## config.mk

```make
export PLATFORM = sky130hd
export DESIGN_NAME = discriminator_dead_time_min_width
export DESIGN_NICKNAME = d
export VERILOG_FILES = /design/src/design/dtw_pkg.sv /design/src/design/dtw_core.sv /design/src/design/discriminator_dead_time_min_width.sv
export SDC_FILE = /design/constraint.sdc
export NUM_CORES = 1
export LEC_CHECK = 0
export BUFFER_PORTS_ARGS = -buffer_cell sky130_fd_sc_hd__buf_2
export CAP_MARGIN = 20
export CORE_MARGIN = 5
export CORE_UTILIZATION = 50
export DETAILED_ROUTE_END_ITERATION = 7
export GPL_ROUTABILITY_DRIVEN = 0
export PLACE_DENSITY_LB_ADDON = 0.25
export SLEW_MARGIN = 20
export SYNTH_ARGS = -nofsm -noshare
export SYNTH_HDL_FRONTEND = slang
export SYNTH_SLANG_ARGS = --single-unit
```

## constraint.sdc

```tcl
create_clock -name i_clk -period 11.9 [get_ports i_clk]
set_input_delay 0.595 -clock i_clk [delete_from_list [all_inputs] [get_ports i_clk]]
set_output_delay 0.595 -clock i_clk [all_outputs]
set_load 0.005 [all_outputs]
```

## src/design/dtw_pkg.sv

```systemverilog
// Shared types and constants for the leading-edge discriminator with dead time.
// Used by dtw_core and by the top level discriminator_dead_time_min_width.
// Has no dependencies of its own.
package dtw_pkg;

    localparam int SAMPLE_BITS   = 16;
    localparam int FIELD_BITS    = 16;
    localparam int TIME_BITS_DEF = 16;
    localparam int CFG_IDX_BITS  = 2;
    localparam int CFG_BITS      = 16;

    localparam logic [FIELD_BITS-1:0] FIELD_MAX = {FIELD_BITS{1'b1}};

    // Configuration register indexes.
    localparam logic [CFG_IDX_BITS-1:0] CFG_THRESHOLD = 2'd0;
    localparam logic [CFG_IDX_BITS-1:0] CFG_DEAD_TIME = 2'd1;
    localparam logic [CFG_IDX_BITS-1:0] CFG_MIN_WIDTH = 2'd2;

    // Register values after reset.
    localparam logic [SAMPLE_BITS-1:0] THRESHOLD_RST = 16'd0;
    localparam logic [FIELD_BITS-1:0]  DEAD_TIME_RST = 16'd5;
    localparam logic [FIELD_BITS-1:0]  MIN_WIDTH_RST = 16'd10;

    typedef struct packed {
        logic signed [SAMPLE_BITS-1:0] sample;
        logic                          trace_start;
    } t_in_item;

    typedef struct packed {
        logic                  disc_out;
        logic                  hit;
        logic [FIELD_BITS-1:0] interval;
        logic [FIELD_BITS-1:0] hit_total;
    } t_out_item;

    typedef struct packed {
        logic signed [SAMPLE_BITS-1:0] threshold;
        logic [FIELD_BITS-1:0]         dead_time;
        logic [FIELD_BITS-1:0]         min_width;
    } t_cfg;

endpackage

```

## src/design/dtw_core.sv

```systemverilog
// Discriminator state and the per-sample decision logic.
// Depends on dtw_pkg for the item, result and configuration types.
module dtw_core #(
    parameter int TIME_BITS = dtw_pkg::TIME_BITS_DEF
) (
    input  logic              i_clk,
    input  logic              i_rst_n,
    input  logic              i_step,
    input  dtw_pkg::t_in_item i_data,
    input  dtw_pkg::t_cfg     i_cfg,
    output dtw_pkg::t_out_item o_res
);

    localparam int CMP_BITS = (TIME_BITS > dtw_pkg::FIELD_BITS) ? TIME_BITS
                                                                 : dtw_pkg::FIELD_BITS;
    localparam logic [TIME_BITS-1:0] TIME_MAX = {TIME_BITS{1'b1}};

    logic                           r_is_high, r_rise_seen, r_fall_seen;
    logic [TIME_BITS-1:0]           r_since_rise, r_since_fall, r_since_hit;
    logic [dtw_pkg::FIELD_BITS-1:0] r_pulse_count;

    logic                           n_is_high, n_rise_seen, n_fall_seen;
    logic [TIME_BITS-1:0]           n_since_rise, n_since_fall, n_since_hit;
    logic [dtw_pkg::FIELD_BITS-1:0] n_pulse_count;

    logic                           base_high, base_rise, base_fall;
    logic [TIME_BITS-1:0]           base_since_rise, base_since_fall, base_since_hit;
    logic [dtw_pkg::FIELD_BITS-1:0] base_count;
    logic                           above, fire_ok, fall_ok;
    logic [CMP_BITS-1:0]            hit_wide;
    logic [dtw_pkg::FIELD_BITS-1:0] interval_sat;

    always_comb begin
        // A trace start clears everything before this sample is judged;
        // otherwise the time counters advance by one sample, saturating.
        if (i_data.trace_start) begin
            base_high       = 1'b0;
            base_rise       = 1'b0;
            base_fall       = 1'b0;
            base_since_rise = '0;
            base_since_fall = '0;
            base_since_hit  = '0;
            base_count      = '0;
        end else begin
            base_high       = r_is_high;
            base_rise       = r_rise_seen;
            base_fall       = r_fall_seen;
            base_since_rise = (r_since_rise == TIME_MAX) ? r_since_rise : r_since_rise + 1'b1;
            base_since_fall = (r_since_fall == TIME_MAX) ? r_since_fall : r_since_fall + 1'b1;
            base_since_hit  = (r_since_hit == TIME_MAX) ? r_since_hit : r_since_hit + 1'b1;
            base_count      = r_pulse_count;
        end

        above   = ($signed(i_data.sample) >= $signed(i_cfg.threshold));
        fire_ok = !base_fall ||
                  (CMP_BITS'(base_since_fall) >= CMP_BITS'(i_cfg.dead_time));
        fall_ok = !base_rise ||
                  (CMP_BITS'(base_since_rise) >= CMP_BITS'(i_cfg.min_width));

        hit_wide     = CMP_BITS'(base_since_hit);
        interval_sat = (hit_wide > CMP_BITS'(dtw_pkg::FIELD_MAX)) ? dtw_pkg::FIELD_MAX
                                                                  : hit_wide[dtw_pkg::FIELD_BITS-1:0];

        n_is_high     = base_high;
        n_rise_seen   = base_rise;
        n_fall_seen   = base_fall;
        n_since_rise  = base_since_rise;
        n_since_fall  = base_since_fall;
        n_since_hit   = base_since_hit;
        n_pulse_count = base_count;

        o_res.disc_out = 1'b0;
        o_res.hit      = 1'b0;
        o_res.interval = '0;

        if (above) begin
            if (fire_ok) begin
                if (!base_high) begin
                    o_res.hit      = 1'b1;
                    o_res.interval = interval_sat;
                    n_since_hit    = '0;
                    n_rise_seen    = 1'b1;
                    n_since_rise   = '0;
                    if (base_count != dtw_pkg::FIELD_MAX) begin
                        n_pulse_count = base_count + 1'b1;
                    end
                end
                n_is_high      = 1'b1;
                o_res.disc_out = 1'b1;
            end
        end else begin
            if (fall_ok) begin
                if (base_high) begin
                    n_fall_seen  = 1'b1;
                    n_since_fall = '0;
                end
                n_is_high = 1'b0;
            end else begin
                // Output is held high until the minimum width has passed.
                o_res.disc_out = 1'b1;
            end
        end

        o_res.hit_total = n_pulse_count;
    end

    always_ff @(posedge i_clk) begin
        if (!i_rst_n) begin
            r_is_high     <= 1'b0;
            r_rise_seen   <= 1'b0;
            r_fall_seen   <= 1'b0;
            r_since_rise  <= '0;
            r_since_fall  <= '0;
            r_since_hit   <= '0;
            r_pulse_count <= '0;
        end else if (i_step) begin
            r_is_high     <= n_is_high;
            r_rise_seen   <= n_rise_seen;
            r_fall_seen   <= n_fall_seen;
            r_since_rise  <= n_since_rise;
            r_since_fall  <= n_since_fall;
            r_since_hit   <= n_since_hit;
            r_pulse_count <= n_pulse_count;
        end
    end

    // A high level always belongs to a rising edge seen in this trace.
    a_high_has_rise: assert property (@(posedge i_clk) disable iff (!i_rst_n)
        r_is_high |-> r_rise_seen)
        else $error("discriminator high without a recorded rising edge");

    // A hit restarts the interval counter and leaves a nonzero pulse count.
    a_hit_updates: assert property (@(posedge i_clk) disable iff (!i_rst_n)
        (i_step && o_res.hit) |=> (r_since_hit == '0) && (r_pulse_count != '0))
        else $error("hit did not restart interval or count pulse");

    // Within a trace the pulse count never goes down.
    a_count_monotonic: assert property (@(posedge i_clk) disable iff (!i_rst_n)
        (i_step && !i_data.trace_start) |=> (r_pulse_count >= $past(r_pulse_count)))
        else $error("pulse count decreased inside a trace");

endmodule

```

## src/design/discriminator_dead_time_min_width.sv

```systemverilog
// Top level of the leading-edge discriminator with dead time and minimum width.
// Depends on dtw_pkg and instantiates dtw_core.
//
// This block takes one waveform sample per transaction and returns exactly one
// result transaction per sample: the discriminator level, a hit flag on each
// new pulse, the samples since the previous hit (or trace start) and the
// running hit count. It sustains one transaction per clock cycle while the
// result side is not stalling: a sample is captured in an input register,
// judged by the decision logic in dtw_core, and written to the result
// register, where its result is presented until it is taken.
// Throughput is set by the state update in dtw_core, which carries the
// counters from one sample to the next. The input side keeps accepting
// while a finished result waits to be taken; it stalls only during reset or
// when both the input and result registers are full and the result side is
// stalling. Configuration registers (threshold, dead time, minimum width)
// are written through a plain write port and should only be changed while
// no transaction is in flight.
module discriminator_dead_time_min_width #(
    parameter int TIME_BITS = dtw_pkg::TIME_BITS_DEF
) (
    input  logic                             i_clk,
    input  logic                             i_rst_n,
    // Sample channel.
    input  logic                             i_in_valid,
    input  dtw_pkg::t_in_item                i_in_data,
    output logic                             o_in_stall,
    // Result channel.
    output logic                             o_out_valid,
    output dtw_pkg::t_out_item               o_out_data,
    input  logic                             i_out_stall,
    // Configuration write port.
    input  logic                             i_cfg_we,
    input  logic [dtw_pkg::CFG_IDX_BITS-1:0] i_cfg_idx,
    input  logic [dtw_pkg::CFG_BITS-1:0]     i_cfg_data
);

    logic               r_in_valid;
    dtw_pkg::t_in_item  r_in_data;
    logic               r_out_valid;
    dtw_pkg::t_out_item r_out_data;
    dtw_pkg::t_cfg      r_cfg;

    dtw_pkg::t_out_item core_res;
    logic               advance;
    logic               in_take;

    // The held sample moves to the result register whenever that register is
    // empty or being drained in this same cycle.
    assign advance    = r_in_valid && (!r_out_valid || !i_out_stall);
    assign o_in_stall = !i_rst_n || (r_in_valid && !advance);
    assign in_take    = i_in_valid && !o_in_stall;

    assign o_out_valid = r_out_valid;
    assign o_out_data  = r_out_data;

    dtw_core #(
        .TIME_BITS(TIME_BITS)
    ) u_core (
        .i_clk  (i_clk),
        .i_rst_n(i_rst_n),
        .i_step (advance),
        .i_data (r_in_data),
        .i_cfg  (r_cfg),
        .o_res  (core_res)
    );

    // Handshake state for the two pipeline registers.
    always_ff @(posedge i_clk) begin
        if (!i_rst_n) begin
            r_in_valid  <= 1'b0;
            r_out_valid <= 1'b0;
        end else begin
            if (in_take) begin
                r_in_valid <= 1'b1;
            end else if (advance) begin
                r_in_valid <= 1'b0;
            end
            if (advance) begin
                r_out_valid <= 1'b1;
            end else if (!i_out_stall) begin
                r_out_valid <= 1'b0;
            end
        end
    end

    // Payload registers carry no reset; valid flags qualify them.
    always_ff @(posedge i_clk) begin
        if (in_take) begin
            r_in_data <= i_in_data;
        end
        if (advance) begin
            r_out_data <= core_res;
        end
    end

    // Configuration registers. Writes to unused indexes are ignored.
    always_ff @(posedge i_clk) begin
        if (!i_rst_n) begin
            r_cfg.threshold <= dtw_pkg::THRESHOLD_RST;
            r_cfg.dead_time <= dtw_pkg::DEAD_TIME_RST;
            r_cfg.min_width <= dtw_pkg::MIN_WIDTH_RST;
        end else if (i_cfg_we) begin
            case (i_cfg_idx)
                dtw_pkg::CFG_THRESHOLD: begin
                    r_cfg.threshold <= i_cfg_data[dtw_pkg::SAMPLE_BITS-1:0];
                end
                dtw_pkg::CFG_DEAD_TIME: begin
                    r_cfg.dead_time <= i_cfg_data[dtw_pkg::FIELD_BITS-1:0];
                end
                dtw_pkg::CFG_MIN_WIDTH: begin
                    r_cfg.min_width <= i_cfg_data[dtw_pkg::FIELD_BITS-1:0];
                end
                default: begin
                end
            endcase
        end
    end

endmodule

```

# --- After elaboration in Yosys (flattened, before gate mapping) ---
# Cells that the tools add are included.
word_totals:
  mem_bits_rw: 0
  in_bits: 40
  ff_bits: 168
  out_inout_bits: 36
  latchBits: 0
  memories: 0
  mem_bits_ro: 0
  word_cells: 97
classes:
  n_lt_le_gt_ge: 4
  addsub: 4
  shifts: 0
  n_mul: 0
  n_div: 0
  n_eq_ne: 7
  n_mux: 41
  n_bitwise: 2
  n_reduce_logical: 21
ops:
  columns: ["op", "count"]
  rows:
  - ["16-bit two-way mux", 21]
  - ["16-bit by 1-bit adder with 16-bit output (second input constant)", 4]
  - ["16-bit == test (second input constant)", 3]
  - ["16-bit >= comparator", 3]
  - ["1-bit two-way mux", 18]
  - ["18-bit two-way mux", 1]
  - ["17-bit two-way mux", 1]
  - ["16-bit greater-than comparator (second input constant)", 1]
  - ["16-bit inequality test (second input constant)", 1]
  - ["2-bit AND reduction", 4]
  - ["1-bit zero test", 7]
  - ["1-bit logical OR", 4]
  - ["1-bit logical AND", 3]
  - ["3-bit OR reduction", 1]
  - ["2-bit by 1-bit == test with 1-bit output (second input constant)", 1]
  - ["2-bit == test (second input constant)", 1]
  - ["2-bit zero test", 1]
  - ["2-bit by 1-bit inequality test with 1-bit output (second input constant)", 1]
  - ["1-bit inverter", 2]
  - ["2-bit nonzero test", 1]

# --- Depth between registers and ports, before layout ---
depth:
  ltp_word: 9
  mapped_depth: 21
  depth_no_buf: 20

# --- By module ---
# From an unflattened synthesis, not the netlist that was laid out.
unflattened:
  hier_cells: 1034
  hier_area_um2: 9297.7
by_module_without_submodules:
  columns: ["module", "seq_area_each_um2", "instances", "cells_per_inst", "area_each_um2"]
  rows:
  - ["dtw_core", 1341.3, 1, 789, 5786.8]
  - ["discriminator_dead_time_min_width", 2532.4, 1, 245, 3510.9]

# --- Least setup slack after synthesis ---
# Ideal clock, no wire load.
synth_path:
  kind: "reg-to-reg"
  start: "reg u_core.r_since_fall[4]"
  end: "reg r_out_data, in the netlist o_out_data[16] (data pin)"
  setup_slack_ns: 7.669
  n_path_buf: 3
  setup_time_ns: 0.257
  stages_incl_launch_ff: 22
  period_less_slack_ns: 4.231
  required_ns: 11.643
  t_arrival_ns: 3.974
  path_cell_list: "dfxtp_1 -> clkbuf_1 -> and4_1 -> and3_1 -> and4_1 -> nand2b_1 -> nor2b_1 -> and4_1 -> xnor2_1 -> nor2_1 -> ha_1 -> a21o_1 -> a221oi_1 -> o31ai_1 -> a211oi_2 -> nor3_4 -> nand2_2 -> inv_2 -> buf_4 -> nand2_1 -> buf_2 -> nor2_1"
synth_between:
  elab_chain_len: 7
  elab_cells_between_ends: 8
  cone_classes: "1 x add/sub; 1 x order compare; 1 x eq/ne; 2 x mux; 1 x bitwise; 2 x reduce/logical"
synth_rtl:
  columns: ["item", "line", "text"]
  rows:
  - ["start: declaration", "dtw_core.sv:19", "logic [TIME_BITS-1:0] r_since_rise, r_since_fall, r_since_hit;"]
  - ["start signal: assignment", "dtw_core.sv:121", "r_since_fall <= n_since_fall;"]
  - ["16-bit by 1-bit adder with 16-bit output or 16-bit == test (tied branches)", "dtw_core.sv:49", "base_since_fall = (r_since_fall == TIME_MAX) ? r_since_fall : r_since_fall + 1'b1;"]
  - ["16-bit two-way mux *", "dtw_core.sv:49", null]
  - ["16-bit two-way mux *", "dtw_core.sv:36", "if (i_data.trace_start) begin"]
  - ["16-bit >= comparator *", "dtw_core.sv:56", "(CMP_BITS'(base_since_fall) >= CMP_BITS'(i_cfg.dead_time));"]
  - ["1-bit logical OR *", "dtw_core.sv:55", "fire_ok = !base_fall ||"]
  - ["1-bit inverter (no line) *", null, null]
  - ["3-bit OR reduction (no line) *", null, null]
  - ["end signal: assignment", "discriminator_dead_time_min_width.sv:92", "r_out_data <= core_res;"]
  - ["end: declaration", "discriminator_dead_time_min_width.sv:40", "dtw_pkg::t_out_item r_out_data;"]
# Every way passes the cells marked *; elsewhere a longest branch is shown, timed or not.
# A chain may end at the register's enable or synchronous reset.

# --- Worst setup path after layout ---
layout_path:
  start: "reg u_core.r_since_fall[4]"
  end: "reg u_core.r_since_rise[0]"
layout_between:
  elab_chain_len: 7
  elab_cells_between_ends: 8
  cone_classes: "1 x add/sub; 1 x order compare; 1 x eq/ne; 4 x mux; 1 x reduce/logical"
layout_rtl:
  columns: ["item", "line", "text"]
  rows:
  - ["16-bit by 1-bit adder with 16-bit output or 16-bit == test (tied branches)", "dtw_core.sv:49", null]
  - ["16-bit two-way mux *", "dtw_core.sv:49", null]
  - ["16-bit two-way mux *", "dtw_core.sv:36", null]
  - ["16-bit >= comparator *", "dtw_core.sv:56", null]
  - ["1-bit logical OR *", "dtw_core.sv:55", null]
  - ["16-bit two-way mux *", "dtw_core.sv:77", "if (fire_ok) begin"]
  - ["16-bit two-way mux *", "dtw_core.sv:76", "if (above) begin"]
  - ["end signal: assignment", "dtw_core.sv:120", "r_since_rise <= n_since_rise;"]
  - ["end: declaration", "dtw_core.sv:19", null]
# Marked as above.

==> qor.yml <==
power_and_ir_drop:
  p_int_uw: 950
  share_clk_of_total_power_pct: 44.0
  vdd.ir_drop.worst_uv: 104
  power_density_nw_per_um2: 128
  p_switching_uw: 309
  power.switching_fraction_pct: 24.5
  power.share.combinational_pct: 7.3
  p_seq_share_pct: 48.6
  p_leak_nw: 3.71
die:
  die_area_um2: 20200
  die_ht_um: 142
  top_level_ports: 76
  floorplan.die.width_um: 142
  num_rows: 48
  start_util_pct: 50.7
  fp.coreArea_um2: 17200
cells_and_area:
  areaGrowthSynthToFinish_pct: 12.7
  finalNetCount: 1139
  antenna_cells: 0
  final_design_instance_area_without_fill_um2: 9840
  share_of_layout_cells_above_drive_strength_1_pct: 12.8
routing:
  wire_per_inst_um: 15.2
  routed_wirelength_um: 19500
  vias: 7242
  drc: 0
  initial_drt_pass_iterations: 5
  drt-initial-drc-count: 451
  routed_via_density: 5.64
  antenna_left: 0
worst_setup_path:
  critical_path_peak_fanout: 19
  critPathLaunchType: "register"
  cp_data_required_time_ns: 12.27
  critical_path.slowest_cell: "sky130_fd_sc_hd__nor2_2"
  critical_path.most_common_cell: "sky130_fd_sc_hd__and4_1"
  timing.critical_path.cells: "and4_1 > and3_1 > and4_1 > nand2b_1 > nor2b_1 > and4_1 > xnor2_1 > nor2_1 > ha_1 > a21o_1 > a221oi_1 > o31ai_1 > a211oi_2 > nor3_4 > nand2_2 > inv_2 > nor2_2 > a32o_1"
  arrival_ns: 5.38
  crit_type: "reg2reg"
  timing.critical_path.slowest_cell_delay_ns: 0.64
  critical_path.endpoint_type: "register"
logic_synthesis:
  syn-cell-area_um2: 8730
  postSynthRegisterBits: 168
  synth_enable_flop_cells: 51
  synth.distinct_cells: 69
  instance_count_of_the_mapped_netlist: 995
  syn_nets: 1087
  ys_seq_area_share_pct: 44.4
  postSynthAreaPerCell_um2: 8.78
  async_reset_ff_share_pct: 0
  yosys_most_used_dff: "sky130_fd_sc_hd__dfxtp_1"
  synth-warning-count: 0
clock_tree:
  cts_hold_buffers: 0
  clkSinkCount: 168
  htree_num_levels: 4
  cts_buffer_depth: 2
  resized_after_cts: 0
  cts.reportedPaths.clkPinSlew_ns: 0.07
  tritoncts: "yes"
  clockRootBuffer: "sky130_fd_sc_hd__clkbuf_16"
  worst_skew_pair_later_pin_latency_ns: 0.43
  tritoncts.num_buffers: 17
  cts_setup_buffers: 0
place:
  hpwl_um: 13900
  port-buffer-count: 75
  place_area_um2: 9250
sta:
  setup_viol_count_final: 0
  maxClockFrequency_ghz: 0.199
  hold_viol: 0
  timing_max_transition_violations_final: 0
  fin_crit_sh_pct: 42.1
  fin_skew_ns: 0.00847
  rsz0062_at_grt: "false"
  max_slew_margin_pct: 30.7
  timing.final.crit_period_ns: 5.01
  final.setup.tns_ns: 0
  tightestPinTransition_ns: 1.03
grt:
  number_of_antenna_violations_at_the_first_check_in_global_routing: 0
  grt_pass1_vias: 6847
  grt_pass1_wl_um: 33300
  grt_overflow: 0
  grt_use_total_pct: 20.0
  grt_start_max_net_pins: 66
hold_path:
  worst_hold_path_type: "in2reg"
job:
  drv.max_cap_violation_count: 0
status:
  status: "finished, final reports clean"
## metrics by stage
stage          setup WS (ns)  util, %  hold WS, ns  total power [mW]  std cells
6_report                6.89     57.1        0.341              1.26       1285
5_1_grt                 6.48     57.1        0.326              1.31       1285
3_3_place_gp            7.06     53.6        0.442             0.715       1253
4_1_cts                 6.89     57.1        0.329              1.27       1285
3_5_place_dp            6.92     53.6        0.448             0.717       1253
2_1_floorplan           7.67        -        0.436             0.685        995
## synth_stat cells, types with 4 or more instances
master	number	share of area, %
sky130_fd_sc_hd__o21ai_0	29	1.7
sky130_fd_sc_hd__nand4b_1	4	0.40
sky130_fd_sc_hd__a21o_1	8	0.69
sky130_fd_sc_hd__dfxtp_1	117	27
sky130_fd_sc_hd__nand2_1	159	6.8
sky130_fd_sc_hd__nor3b_1	4	0.34
sky130_fd_sc_hd__nand2b_1	5	0.36
sky130_fd_sc_hd__clkbuf_1	36	1.5
sky130_fd_sc_hd__a21oi_1	97	5.6
sky130_fd_sc_hd__edfxtp_1	51	18
sky130_fd_sc_hd__or3_1	10	0.72
sky130_fd_sc_hd__xor2_1	18	1.8
sky130_fd_sc_hd__buf_1	4	0.17
sky130_fd_sc_hd__and3_1	15	1.1
sky130_fd_sc_hd__nor3_1	23	1.3
sky130_fd_sc_hd__buf_2	7	0.40
sky130_fd_sc_hd__o211ai_1	7	0.60
sky130_fd_sc_hd__xnor2_1	20	2.0
sky130_fd_sc_hd__nand4_1	21	1.5
sky130_fd_sc_hd__nand3_1	39	2.2
sky130_fd_sc_hd__and4_1	8	0.80
sky130_fd_sc_hd__ha_1	52	7.5
sky130_fd_sc_hd__o21a_1	4	0.34
sky130_fd_sc_hd__nor2_1	67	2.9
sky130_fd_sc_hd__mux2i_1	9	1.0
sky130_fd_sc_hd__and2_1	6	0.43
sky130_fd_sc_hd__nor2b_1	15	1.1
sky130_fd_sc_hd__a22o_1	28	2.8
sky130_fd_sc_hd__a31oi_1	16	1.1
sky130_fd_sc_hd__inv_1	55	2.4
## sequential cells by signal, summed over array words and instances, names as in the netlist
signal	cells
o_out_data	34
o_out_valid	1
r_cfg	48
r_in_data	17
r_in_valid	1
u_core.r_fall_seen	1
u_core.r_is_high	1
u_core.r_pulse_count	16
u_core.r_rise_seen	1
u_core.r_since_fall	16
u_core.r_since_hit	16
u_core.r_since_rise	16
## final timing paths
check | start | endpoint | slack [ns] | depth (start not counted)
worst max register to register | u_core.r_since_fall[4] | u_core.r_since_rise[0] | 6.89 | 18
worst max-delay path | u_core.r_since_fall[4] | u_core.r_since_rise[0] | 6.89 | 18
worst min-delay path | i_in_data[9] | r_in_data[9] | 0.34 | 1
worst min register to register | r_cfg[7] | r_cfg[7] | 0.46 | 2
## worst max-delay path: cells and delay by family, from the launching register on
kind	cells	cell delay, ns
compound gates	5	1.35
xor+xnor	1	0.14
buf+inv	1	0.14
fa+ha+maj	1	0.30
simple gates	10	2.64
flops	1	0.39
## power by group through the flow
| stage | clock, mW | combinational, mW | sequential (mW) |
|---|---|---|---|
| 6_report | 0.554 | 0.0923 | 0.612 |
| 2_1_floorplan | 0 | 0.0602 | 0.624 |
| 3_5_place_dp | 0 | 0.0926 | 0.625 |
| 4_1_cts | 0.564 | 0.0929 | 0.612 |
| 5_1_grt | 0.592 | 0.105 | 0.613 |
| 3_3_place_gp | 0 | 0.0908 | 0.624 |
## layout make-up
class	count	area (um2)
Clock inverter	15	165
Fill cell	1548	7400
Clock buffer	17	425
Sequential cell	168	3870
Multi-Input combinational cell	721	4450
Tap cell	225	282
Inverter	57	214
Timing Repair Buffer	82	428
## metal layers
| metal | up-vias | part of all wire (%) | GRT usage, % | wire [um] |
|---|---|---|---|---|
| li1 | 3662 | - | - | - |
| met1 | 3379 | 47 | 27.4 | 9180 |
| met2 | 178 | 47 | 32.3 | 9110 |
| met3 | 23 | 4.9 | 3.33 | 955 |
| met4 | 0 | 1.5 | 6.72 | 298 |
| met5 | - | 0 | 0 | 0 |
## cells by family after synthesis
kind of cell / share of synthesized area (%)
and+or+nand+nor: 22.3
AOI/OAI and AO/OA: 16.3
DFF: 44.4
buffers and inverters: 4.79
adders and majority gates: 7.45
xor gates and xnor gates: 3.81
muxes: 1.03
## placed cells by master, fill, tap and decap left out, drive strengths merged, types with 15 or more instances in the layout
cell    count
nor3       24
dfxtp     117
edfxtp     51
xnor2      20
buf        82
a21oi      97
and3       15
inv        63
clkbuf     17
nor2b      15
nand4      22
ha         52
a22o       28
nor2       69
nand2     160
nand3      39
xor2       18
a31oi      16
o21ai      29
No activity file was read; power rests on OpenSTA's default activity.
